==> config.mk <==
export PLATFORM = sky130hd
export DESIGN_NAME = rect_grid_tile_layout
export DESIGN_NICKNAME = d
export VERILOG_FILES = /design/src/sv/rgtl_pkg.sv /design/src/sv/rect_grid_tile_layout.sv /design/src/sv/rgtl_front.sv /design/src/sv/rgtl_queue.sv /design/src/sv/rgtl_div.sv /design/src/sv/rgtl_back.sv
export SDC_FILE = /design/constraint.sdc
export NUM_CORES = 1
export LEC_CHECK = 0
export ABC_AREA = 1
export BUFFER_PORTS_ARGS = -buffer_cell sky130_fd_sc_hd__buf_2
export CAP_MARGIN = 40
export CORE_ASPECT_RATIO = 0.8
export CORE_MARGIN = 3
export CORE_UTILIZATION = 30
export CTS_CLUSTER_SIZE = 10
export DETAILED_ROUTE_END_ITERATION = 8
export PLACE_DENSITY_LB_ADDON = 0.15
export SYNTH_ARGS = -nofsm -noshare
export SYNTH_HDL_FRONTEND = slang
export SYNTH_SLANG_ARGS = --single-unit
==> constraint.sdc <==
create_clock -name clk -period 9.4 [get_ports clk]
set_clock_uncertainty 0.05 [all_clocks]
set_input_delay 1.41 -clock clk [delete_from_list [all_inputs] [get_ports clk]]
set_output_delay 1.41 -clock clk [all_outputs]
set_load 0.05 [all_outputs]
==> src/sv/rgtl_pkg.sv <==
// Package for the rectangle tile layout block.
// Holds widths, register indexes, shared structs and the sequencer state type.
// Used by every module of the block; depends on nothing.
package rgtl_pkg;

  localparam int MAX_TILES = 64;
  localparam int CNT_W     = 7;
  localparam int IDX_W     = 6;
  localparam int COORD_W   = 16;
  localparam int POS_W     = 17;
  localparam int SIZE_W    = 15;
  localparam int CFG_IDX_W = 3;
  localparam int CFG_DAT_W = 16;

  localparam int DIV_W      = SIZE_W;
  localparam int DSR_W      = CNT_W;
  localparam int DIV_STEPS  = DIV_W;
  localparam int DIV_CNT_W  = $clog2(DIV_STEPS + 1);

  localparam int QUEUE_DEPTH = 2;
  localparam int QPTR_W      = 1;
  localparam int QCNT_W      = 2;

  typedef enum logic [CFG_IDX_W-1:0] {
    REG_AREA_X      = 3'd0,
    REG_AREA_Y      = 3'd1,
    REG_AREA_WIDTH  = 3'd2,
    REG_AREA_HEIGHT = 3'd3,
    REG_ROW_COUNT   = 3'd4
  } cfg_reg_t;

  typedef struct packed {
    logic [COORD_W-1:0] area_x;
    logic [COORD_W-1:0] area_y;
    logic [SIZE_W-1:0]  area_width;
    logic [SIZE_W-1:0]  area_height;
    logic [CNT_W-1:0]   row_count;
  } cfg_t;

  typedef struct packed {
    logic [CNT_W-1:0] tiles;
    logic [CNT_W-1:0] rows;
  } cmd_t;

  typedef struct packed {
    logic             start;
    logic [DIV_W-1:0] dividend;
    logic [DSR_W-1:0] divisor;
  } div_req_t;

  typedef struct packed {
    logic             done;
    logic [DIV_W-1:0] quotient;
    logic [DSR_W-1:0] remainder;
  } div_rsp_t;

  typedef enum logic [2:0] {
    ST_IDLE,
    ST_DIV_N,
    ST_DIV_WMAX,
    ST_DIV_WMIN,
    ST_DIV_H,
    ST_EMIT
  } back_state_t;

endpackage

==> src/sv/rect_grid_tile_layout.sv <==
// Top level of the rectangle tile layout block: configuration registers,
// front end, command queue and sequencer.
// Depends on rgtl_pkg, rgtl_front, rgtl_queue and rgtl_back.
//
//   Channel   Signals                                   Handshake
//   config    cfg_write, cfg_index, cfg_data            written when cfg_write is high
//   item in   start, tile_count, busy                   taken when start && !busy
//   tile out  result_strobe, tile_index .. is_last      one cycle per tile, no stall
//
// A pass runs four 15-step divisions on the shared restoring divider,
// then emits one tile per cycle from the sequencer.
// A two-entry queue lets the front end take items while the sequencer works;
// busy is high while the queue is full. A tile count of zero yields no tile.
// Reset is synchronous; it empties the queue and loads the register defaults.
module rect_grid_tile_layout (
  input  logic                                clk,
  input  logic                                rst,
  input  logic                                cfg_write,
  input  logic [rgtl_pkg::CFG_IDX_W-1:0]      cfg_index,
  input  logic [rgtl_pkg::CFG_DAT_W-1:0]      cfg_data,
  input  logic                                start,
  input  logic [rgtl_pkg::CNT_W-1:0]          tile_count,
  output logic                                busy,
  output logic                                result_strobe,
  output logic [rgtl_pkg::IDX_W-1:0]          tile_index,
  output logic signed [rgtl_pkg::POS_W-1:0]   tile_x,
  output logic signed [rgtl_pkg::POS_W-1:0]   tile_y,
  output logic [rgtl_pkg::SIZE_W-1:0]         tile_width,
  output logic [rgtl_pkg::SIZE_W-1:0]         tile_height,
  output logic                                is_last
);

  rgtl_pkg::cfg_t cfg;
  rgtl_pkg::cmd_t push_cmd;
  rgtl_pkg::cmd_t head;
  logic           push;
  logic           pop;
  logic           q_valid;
  logic           q_full;

  always_ff @(posedge clk) begin
    if (rst) begin
      cfg.area_x      <= '0;
      cfg.area_y      <= '0;
      cfg.area_width  <= '0;
      cfg.area_height <= '0;
      cfg.row_count   <= rgtl_pkg::CNT_W'(1);
    end else if (cfg_write) begin
      case (cfg_index)
        rgtl_pkg::REG_AREA_X:      cfg.area_x      <= cfg_data;
        rgtl_pkg::REG_AREA_Y:      cfg.area_y      <= cfg_data;
        rgtl_pkg::REG_AREA_WIDTH:  cfg.area_width  <= cfg_data[rgtl_pkg::SIZE_W-1:0];
        rgtl_pkg::REG_AREA_HEIGHT: cfg.area_height <= cfg_data[rgtl_pkg::SIZE_W-1:0];
        rgtl_pkg::REG_ROW_COUNT:   cfg.row_count   <= cfg_data[rgtl_pkg::CNT_W-1:0];
        default: begin
        end
      endcase
    end
  end

  rgtl_front u_front (
    .start      (start),
    .tile_count (tile_count),
    .row_count  (cfg.row_count),
    .queue_full (q_full),
    .busy       (busy),
    .push       (push),
    .cmd        (push_cmd)
  );

  rgtl_queue u_queue (
    .clk      (clk),
    .rst      (rst),
    .push     (push),
    .push_cmd (push_cmd),
    .pop      (pop),
    .valid    (q_valid),
    .full     (q_full),
    .head     (head)
  );

  rgtl_back u_back (
    .clk           (clk),
    .rst           (rst),
    .cfg           (cfg),
    .cmd_valid     (q_valid),
    .cmd           (head),
    .cmd_pop       (pop),
    .result_strobe (result_strobe),
    .tile_index    (tile_index),
    .tile_x        (tile_x),
    .tile_y        (tile_y),
    .tile_width    (tile_width),
    .tile_height   (tile_height),
    .is_last       (is_last)
  );

endmodule

==> src/sv/rgtl_front.sv <==
// Front end of the tile layout block: takes items, clamps the tile count
// and the row count, and pushes one command per non-empty pass.
// Depends on rgtl_pkg.
module rgtl_front (
  input  logic                         start,
  input  logic [rgtl_pkg::CNT_W-1:0]   tile_count,
  input  logic [rgtl_pkg::CNT_W-1:0]   row_count,
  input  logic                         queue_full,
  output logic                         busy,
  output logic                         push,
  output rgtl_pkg::cmd_t               cmd
);

  logic [rgtl_pkg::CNT_W-1:0] tiles;

  always_comb begin
    if (tile_count > rgtl_pkg::CNT_W'(rgtl_pkg::MAX_TILES)) begin
      tiles = rgtl_pkg::CNT_W'(rgtl_pkg::MAX_TILES);
    end else begin
      tiles = tile_count;
    end
    cmd.tiles = tiles;
    if (row_count > tiles) begin
      cmd.rows = tiles;
    end else begin
      cmd.rows = row_count;
    end
  end

  assign busy = queue_full;
  assign push = start && !queue_full && (tiles != '0);

endmodule

==> src/sv/rgtl_queue.sv <==
// Two-entry command queue between the front end and the sequencer.
// Depends on rgtl_pkg.
module rgtl_queue (
  input  logic           clk,
  input  logic           rst,
  input  logic           push,
  input  rgtl_pkg::cmd_t push_cmd,
  input  logic           pop,
  output logic           valid,
  output logic           full,
  output rgtl_pkg::cmd_t head
);

  rgtl_pkg::cmd_t                  slots [rgtl_pkg::QUEUE_DEPTH];
  logic [rgtl_pkg::QPTR_W-1:0]     wr_ptr;
  logic [rgtl_pkg::QPTR_W-1:0]     rd_ptr;
  logic [rgtl_pkg::QCNT_W-1:0]     count;

  assign valid = (count != '0);
  assign full  = (count == rgtl_pkg::QCNT_W'(rgtl_pkg::QUEUE_DEPTH));
  assign head  = slots[rd_ptr];

  always_ff @(posedge clk) begin
    if (push) begin
      slots[wr_ptr] <= push_cmd;
    end
  end

  always_ff @(posedge clk) begin
    if (rst) begin
      wr_ptr <= '0;
      rd_ptr <= '0;
      count  <= '0;
    end else begin
      if (push) begin
        wr_ptr <= wr_ptr + 1'b1;
      end
      if (pop) begin
        rd_ptr <= rd_ptr + 1'b1;
      end
      if (push && !pop) begin
        count <= count + 1'b1;
      end else if (pop && !push) begin
        count <= count - 1'b1;
      end
    end
  end

  a_no_overflow: assert property (@(posedge clk) disable iff (rst)
    push |-> (!full || pop))
    else $error("queue written while full");

endmodule

==> src/sv/rgtl_div.sv <==
// Shared restoring divider, one quotient bit per cycle.
// A zero divisor yields zero quotient and zero remainder.
// Depends on rgtl_pkg.
module rgtl_div (
  input  logic               clk,
  input  logic               rst,
  input  rgtl_pkg::div_req_t req,
  output rgtl_pkg::div_rsp_t rsp
);

  logic                            active;
  logic                            done;
  logic                            zero_div;
  logic [rgtl_pkg::DIV_CNT_W-1:0]  cnt;
  logic [rgtl_pkg::DSR_W-1:0]      dsr;
  logic [rgtl_pkg::DSR_W-1:0]      rem;
  logic [rgtl_pkg::DIV_W-1:0]      quo;

  logic [rgtl_pkg::DSR_W:0]        trial;
  logic [rgtl_pkg::DSR_W:0]        diff;
  logic                            fits;

  always_comb begin
    trial = {rem, quo[rgtl_pkg::DIV_W-1]};
    fits  = (trial >= {1'b0, dsr});
    diff  = trial - {1'b0, dsr};
  end

  always_ff @(posedge clk) begin
    if (req.start) begin
      dsr      <= req.divisor;
      zero_div <= (req.divisor == '0);
      rem      <= '0;
      quo      <= req.dividend;
    end else if (active) begin
      rem <= fits ? diff[rgtl_pkg::DSR_W-1:0] : trial[rgtl_pkg::DSR_W-1:0];
      quo <= {quo[rgtl_pkg::DIV_W-2:0], fits};
    end
  end

  always_ff @(posedge clk) begin
    if (rst) begin
      active <= 1'b0;
      done   <= 1'b0;
      cnt    <= '0;
    end else begin
      done <= active && (cnt == rgtl_pkg::DIV_CNT_W'(1));
      if (req.start) begin
        active <= 1'b1;
        cnt    <= rgtl_pkg::DIV_CNT_W'(rgtl_pkg::DIV_STEPS);
      end else if (active) begin
        cnt <= cnt - 1'b1;
        if (cnt == rgtl_pkg::DIV_CNT_W'(1)) begin
          active <= 1'b0;
        end
      end
    end
  end

  assign rsp.done      = done;
  assign rsp.quotient  = zero_div ? '0 : quo;
  assign rsp.remainder = zero_div ? '0 : rem;

  a_done_idle: assert property (@(posedge clk) disable iff (rst)
    done |-> (!active && !$past(req.start)))
    else $error("divider done while a division is still running");

endmodule

==> src/sv/rgtl_back.sv <==
// Sequencer of the tile layout block: runs the four splits of a pass on the
// shared divider, then emits one tile per cycle. Instantiates rgtl_div.
// Depends on rgtl_pkg.
module rgtl_back (
  input  logic                            clk,
  input  logic                            rst,
  input  rgtl_pkg::cfg_t                  cfg,
  input  logic                            cmd_valid,
  input  rgtl_pkg::cmd_t                  cmd,
  output logic                            cmd_pop,
  output logic                            result_strobe,
  output logic [rgtl_pkg::IDX_W-1:0]      tile_index,
  output logic signed [rgtl_pkg::POS_W-1:0] tile_x,
  output logic signed [rgtl_pkg::POS_W-1:0] tile_y,
  output logic [rgtl_pkg::SIZE_W-1:0]     tile_width,
  output logic [rgtl_pkg::SIZE_W-1:0]     tile_height,
  output logic                            is_last
);

  rgtl_pkg::back_state_t state, state_next;
  rgtl_pkg::div_req_t    div_req;
  rgtl_pkg::div_rsp_t    div_rsp;

  logic [rgtl_pkg::CNT_W-1:0]   rows;
  logic [rgtl_pkg::CNT_W-1:0]   tiles_left;
  logic [rgtl_pkg::CNT_W-1:0]   per_min;
  logic [rgtl_pkg::CNT_W-1:0]   per_max;
  logic [rgtl_pkg::CNT_W-1:0]   long_rows;
  logic [rgtl_pkg::SIZE_W-1:0]  q_wmax;
  logic [rgtl_pkg::CNT_W-1:0]   r_wmax;
  logic [rgtl_pkg::SIZE_W-1:0]  q_wmin;
  logic [rgtl_pkg::CNT_W-1:0]   r_wmin;
  logic [rgtl_pkg::SIZE_W-1:0]  q_h;
  logic [rgtl_pkg::CNT_W-1:0]   r_h;
  logic [rgtl_pkg::CNT_W-1:0]   row_index;
  logic [rgtl_pkg::CNT_W-1:0]   col_index;
  logic [rgtl_pkg::COORD_W-1:0] x_carry;
  logic [rgtl_pkg::POS_W-1:0]   y_cursor;
  logic [rgtl_pkg::IDX_W-1:0]   tile_count_out;

  logic                         is_long;
  logic [rgtl_pkg::CNT_W-1:0]   in_row;
  logic [rgtl_pkg::CNT_W-1:0]   col_next;
  logic                         row_end;
  logic [rgtl_pkg::SIZE_W-1:0]  w;
  logic [rgtl_pkg::SIZE_W-1:0]  h;
  logic [rgtl_pkg::CNT_W-1:0]   split_per_max;

  rgtl_div u_div (
    .clk (clk),
    .rst (rst),
    .req (div_req),
    .rsp (div_rsp)
  );

  assign split_per_max = div_rsp.quotient[rgtl_pkg::CNT_W-1:0]
                       + rgtl_pkg::CNT_W'(div_rsp.remainder != '0);

  always_comb begin
    state_next = state;
    case (state)
      rgtl_pkg::ST_IDLE: begin
        if (cmd_valid) begin
          state_next = rgtl_pkg::ST_DIV_N;
        end
      end
      rgtl_pkg::ST_DIV_N: begin
        if (div_rsp.done) begin
          state_next = rgtl_pkg::ST_DIV_WMAX;
        end
      end
      rgtl_pkg::ST_DIV_WMAX: begin
        if (div_rsp.done) begin
          state_next = rgtl_pkg::ST_DIV_WMIN;
        end
      end
      rgtl_pkg::ST_DIV_WMIN: begin
        if (div_rsp.done) begin
          state_next = rgtl_pkg::ST_DIV_H;
        end
      end
      rgtl_pkg::ST_DIV_H: begin
        if (div_rsp.done) begin
          state_next = rgtl_pkg::ST_EMIT;
        end
      end
      rgtl_pkg::ST_EMIT: begin
        if (tiles_left == rgtl_pkg::CNT_W'(1)) begin
          state_next = rgtl_pkg::ST_IDLE;
        end
      end
      default: state_next = rgtl_pkg::ST_IDLE;
    endcase
  end

  always_comb begin
    cmd_pop          = 1'b0;
    div_req.start    = 1'b0;
    div_req.dividend = cfg.area_width;
    div_req.divisor  = per_min;
    case (state)
      rgtl_pkg::ST_IDLE: begin
        cmd_pop          = cmd_valid;
        div_req.start    = cmd_valid;
        div_req.dividend = rgtl_pkg::DIV_W'(cmd.tiles);
        div_req.divisor  = cmd.rows;
      end
      rgtl_pkg::ST_DIV_N: begin
        div_req.start    = div_rsp.done;
        div_req.dividend = cfg.area_width;
        div_req.divisor  = split_per_max;
      end
      rgtl_pkg::ST_DIV_WMAX: begin
        div_req.start    = div_rsp.done;
        div_req.dividend = cfg.area_width;
        div_req.divisor  = per_min;
      end
      rgtl_pkg::ST_DIV_WMIN: begin
        div_req.start    = div_rsp.done;
        div_req.dividend = cfg.area_height;
        div_req.divisor  = rows;
      end
      default: begin
      end
    endcase
  end

  always_comb begin
    is_long  = (row_index < long_rows);
    in_row   = is_long ? per_max : per_min;
    col_next = col_index + 1'b1;
    row_end  = (col_next >= in_row);
    h        = q_h + rgtl_pkg::SIZE_W'(row_index < r_h);
    if (is_long) begin
      w = q_wmax + rgtl_pkg::SIZE_W'(col_index < r_wmax);
    end else begin
      w = q_wmin + rgtl_pkg::SIZE_W'(col_index < r_wmin);
    end
  end

  always_ff @(posedge clk) begin
    if (rst) begin
      state         <= rgtl_pkg::ST_IDLE;
      result_strobe <= 1'b0;
      tiles_left    <= '0;
    end else begin
      state         <= state_next;
      result_strobe <= (state == rgtl_pkg::ST_EMIT);
      if (state == rgtl_pkg::ST_IDLE && cmd_valid) begin
        tiles_left <= cmd.tiles;
      end else if (state == rgtl_pkg::ST_EMIT) begin
        tiles_left <= tiles_left - 1'b1;
      end
    end
  end

  always_ff @(posedge clk) begin
    case (state)
      rgtl_pkg::ST_IDLE: begin
        rows <= cmd.rows;
      end
      rgtl_pkg::ST_DIV_N: begin
        if (div_rsp.done) begin
          per_min   <= div_rsp.quotient[rgtl_pkg::CNT_W-1:0];
          long_rows <= div_rsp.remainder;
          per_max   <= split_per_max;
        end
      end
      rgtl_pkg::ST_DIV_WMAX: begin
        if (div_rsp.done) begin
          q_wmax <= div_rsp.quotient;
          r_wmax <= div_rsp.remainder;
        end
      end
      rgtl_pkg::ST_DIV_WMIN: begin
        if (div_rsp.done) begin
          q_wmin <= div_rsp.quotient;
          r_wmin <= div_rsp.remainder;
        end
      end
      rgtl_pkg::ST_DIV_H: begin
        if (div_rsp.done) begin
          q_h            <= div_rsp.quotient;
          r_h            <= div_rsp.remainder;
          row_index      <= '0;
          col_index      <= '0;
          x_carry        <= '0;
          y_cursor       <= {cfg.area_y[rgtl_pkg::COORD_W-1], cfg.area_y};
          tile_count_out <= '0;
        end
      end
      rgtl_pkg::ST_EMIT: begin
        tile_index     <= tile_count_out;
        tile_x         <= $signed({cfg.area_x[rgtl_pkg::COORD_W-1], cfg.area_x})
                        + $signed({1'b0, x_carry});
        tile_y         <= $signed(y_cursor);
        tile_width     <= w;
        tile_height    <= h;
        is_last        <= (tiles_left == rgtl_pkg::CNT_W'(1));
        tile_count_out <= tile_count_out + 1'b1;
        if (row_end) begin
          col_index <= '0;
          x_carry   <= '0;
          y_cursor  <= y_cursor + rgtl_pkg::POS_W'(h);
          row_index <= row_index + 1'b1;
        end else begin
          col_index <= col_next;
          x_carry   <= x_carry + rgtl_pkg::COORD_W'(w);
        end
      end
      default: begin
      end
    endcase
  end

  a_strobe_from_emit: assert property (@(posedge clk) disable iff (rst)
    result_strobe |-> ($past(state) == rgtl_pkg::ST_EMIT))
    else $error("result strobe outside the emit phase");

  a_last_ends_pass: assert property (@(posedge clk) disable iff (rst)
    (result_strobe && is_last) |-> (state == rgtl_pkg::ST_IDLE))
    else $error("last tile emitted but the sequencer kept emitting");

  a_tiles_contiguous: assert property (@(posedge clk) disable iff (rst)
    (result_strobe && !is_last) |=> result_strobe)
    else $error("gap inside the tiles of one pass");

endmodule

==> results by group <==
Run status
  • Status: finished, final reports clean

Yosys
  • Syn_nets: 2,239
  • Synthesized cell area: 18,800 µm²
  • FF+latch count, synth: 367
  • Sequential fraction of the synthesis area: 0.5340
  • Cell count after synthesis: 2,098
  • Syn_area_per_cell: 8.961 µm²
  • YS warnings: 0
  • Netlist cell types: 50

Global routing
  • Remaining global-route overflow: 0
  • Gr usage total: 0.1597
  • Global-route track usage on met2: 0.2522
  • Met1 Usage GRT: 0.2302
  • Largest net degree at the start of global routing: 77
  • Met3 GRT Util: 0.02200
  • Initial antenna violation count: 3
  • First-pass GRT wire length: 81.48 mm
  • Vias in the first global route: 14,200
  • GR peak layer: met2

Finish
  • Util after Layout: 0.3522
  • FILL cells: 6,329
  • Area grow syn2layout: 15.26%
  • Area occupied by multi-input gates: 7556 µm²
  • Most common library cell in the layout ignoring fill and taps: nand2_1
  • Most frequent cells in the layout: nand2_1 (420), edfxtp_1 (269), nor2_1 (267), inv_1 (262), o21ai_0 (181)
  • Register area: 10,040 µm²
  • Final #Nets: 2,361
  • Share of layout cells above drive strength 1: 0.09640

Placement
  • GPL Wtd Cong: 0.8486
  • HPWL Detailed: 39.90 mm
  • Port Buffer Count: 102
  • Place WS: 4426 ps

STA
  • Final TNS setup: 0 ps
  • Tmin final: 4871 ps
  • RSZ-0062 raised after global routing: false
  • Setup WS post-layout: 4529 ps
  • Worst-margin pin slew: 846.0 ps
  • Fin crit share: 0.5182
  • Relative slew slack: 0.4360
  • Fmax: 205.3 MHz
  • Final Setup Violations: 0
  • Final Hold Vio Count: 0
  • Slew Viols, Final: 0

Run
  • Max_cap viols: 0

Power
  • Worst VDD drop: 0.1388 mV
  • Final Power: 5.280 mW
  • Pwr dens: 243.6 nW/µm²
  • Leakage: 9.216 nW

Floorplan
  • I/O pins: 103
  • Core outline area: 61,520 µm²
  • Die Y: 229.9 µm
  • Die width: 285.9 µm
  • Starting Density: 0.3056
  • # rows: 81
  • Die area: 65,730 µm²

Clock tree
  • Reg clk slew, reported paths: 60 ps
  • CTS Buf Count: 44
  • TritonCTS Sinks: 367
  • # Post-CTS Setup Buffers: 0
  • Htree depth: 2
  • CTS Buffer Depth: 3
  • # hold bufs at CTS: 0
  • CTS tree: done
  • Clock Latency Late Sink: 580 ps
  • Clock root buffer: clkbuf_16
  • CTS resizes: 0

Route
  • DRC Markers: 0
  • Final WL: 52.75 mm
  • Vias post-DR: 14,570
  • Remaining antenna violation count: 0
  • Drt pass-1 iters: 5
  • DR iter-0 viols: 997
  • Routed wire per std cell: 17.12 µm
  • Vias per std cell: 4.726

Worst setup path
  • Worst path required time: 9570 ps
  • Startpoint types: register
  • Worst setup EP type: register
  • Crit path arrival time: 5040 ps
  • Worst-path maximum fanout: 28
  • Crit Path Class: register to register

Worst hold path
  • Worst hold path class: register to register
==> state kept, by name, indices dropped and copies added, names as in the netlist, 15 cells and up, named ones only <==
name,cells
u_back.x_carry,16
u_back.q_wmin,15
cfg,69
u_back.u_div.quo,15
u_back.y_cursor,17
u_back.q_wmax,15
u_back.tile_height,15
u_back.tile_y,17
u_back.tile_width,15
u_queue.slots,28
u_back.tile_x,17
u_back.q_h,15
==> report_power, final <==
| group | switching, mW | total [mW] | internal (mW) |
|---|---|---|---|
| combinational | 1.04 | 1.47 | 0.424 |
| sequential | 0.135 | 2.20 | 2.06 |
| clock | 0.681 | 1.61 | 0.933 |
==> path summary, 6_finish.rpt <==
kind                            cells past startpoint                         startpoint                            to  slack [ps]
worst min-delay path                                2               cfg[10]$_SDFFE_PP0P_          cfg[10]$_SDFFE_PP0P_         400
worst max-delay path                               16  u_back.row_index[2]$_SDFFCE_PN0P_  u_back.y_cursor[1]$_DFFE_PP_        4530
worst max register to register                     16  u_back.row_index[2]$_SDFFCE_PN0P_  u_back.y_cursor[1]$_DFFE_PP_        4530
worst min register to register                      2               cfg[10]$_SDFFE_PP0P_          cfg[10]$_SDFFE_PP0P_         400
==> kinds of logic (layout without fill, tap and decap cells) <==
family	count (synthesis)	after routing	share of synthesized area
buffers and inverters	317	470	0.06482
adders and majority gates	111	111	0.07547
xor gates and xnor gates	54	54	0.02516
DFF	367	367	0.5340
muxes	3	3	0.001797
AOI/OAI and AO/OA	337	337	0.09444
other	0	1	0
and+or+nand+nor	909	909	0.2043
==> metal layers <==
metal  up-vias  part of all wire
met2       294              0.44
li1       7300                 -
met3        68             0.046
met4         0             0.019
met1      6903              0.49
met5         -                 0
==> worst max-delay path: stages (launching register included) <==
cell      delay [ps]
edfxtp_1         450
ha_1             340
a21oi_1          150
nand2_1           90
a21oi_2          680
clkinv_1         850
nand2_1          200
o21ai_0          110
ha_1             330
nand2_1           50
nor2_1           110
nand4_1          100
nand4_2          100
buf_4            250
inv_2            130
nor2_2            90
buf_4            380
==> synthesized netlist by cell type (all sizes together) <==
cell    number  area share
nand2      427       0.087
nor2       275       0.056
inv        272       0.054
edfxtp     269        0.43
o21ai      190       0.051
a21oi      115       0.031
nand3      112       0.030
ha         107       0.071
dfxtp       98        0.10
xor2        40       0.019
nand4       37       0.013
clkbuf      30      0.0060
nor3        27      0.0075
xnor2       14      0.0065
buf         12      0.0039
nand3b      10      0.0040
or2         10      0.0033
o211ai       6      0.0024
o21bai       6      0.0024
a31oi        5      0.0017
and2         5      0.0017
fa           4      0.0043
nor4         4      0.0013
clkinv       3     0.00067
mux2         3      0.0018
a21o         2     0.00080
a22oi        2     0.00080
a31o         2     0.00093
o21a         2     0.00080
o221ai       2     0.00093
o22ai        2     0.00067
a211oi       1     0.00040
a21boi       1     0.00040
a41oi        1     0.00047
and3         1     0.00033
nor3b        1     0.00040
==> cell type report <==
cell class | count | share of cell area
Sequential cell | 367 | 0.4633
Multi-Input combinational cell | 1414 | 0.3487
Clock buffer | 71 | 0.05739
Tap cell | 830 | 0.04792
Inverter | 275 | 0.04781
Timing Repair Buffer | 118 | 0.03095
Clock inverter | 6 | 0.003811
Antenna cell | 1 | 0.0001155
==> stage by stage <==
| stage | hold WS (ps) | instances | area, µm² |
|---|---|---|---|
| finish | 395.3 | 3082 | 21670 |
| floorplan | 374.1 | 2098 | 18800 |
| CTS | 395.9 | 3081 | 21670 |
| global placement | 384.8 | 2999 | 20260 |
| detailed placement | 382.4 | 3004 | 20340 |
| global route | 419.0 | 3081 | 21670 |
(Power assumes the default switching activity.)
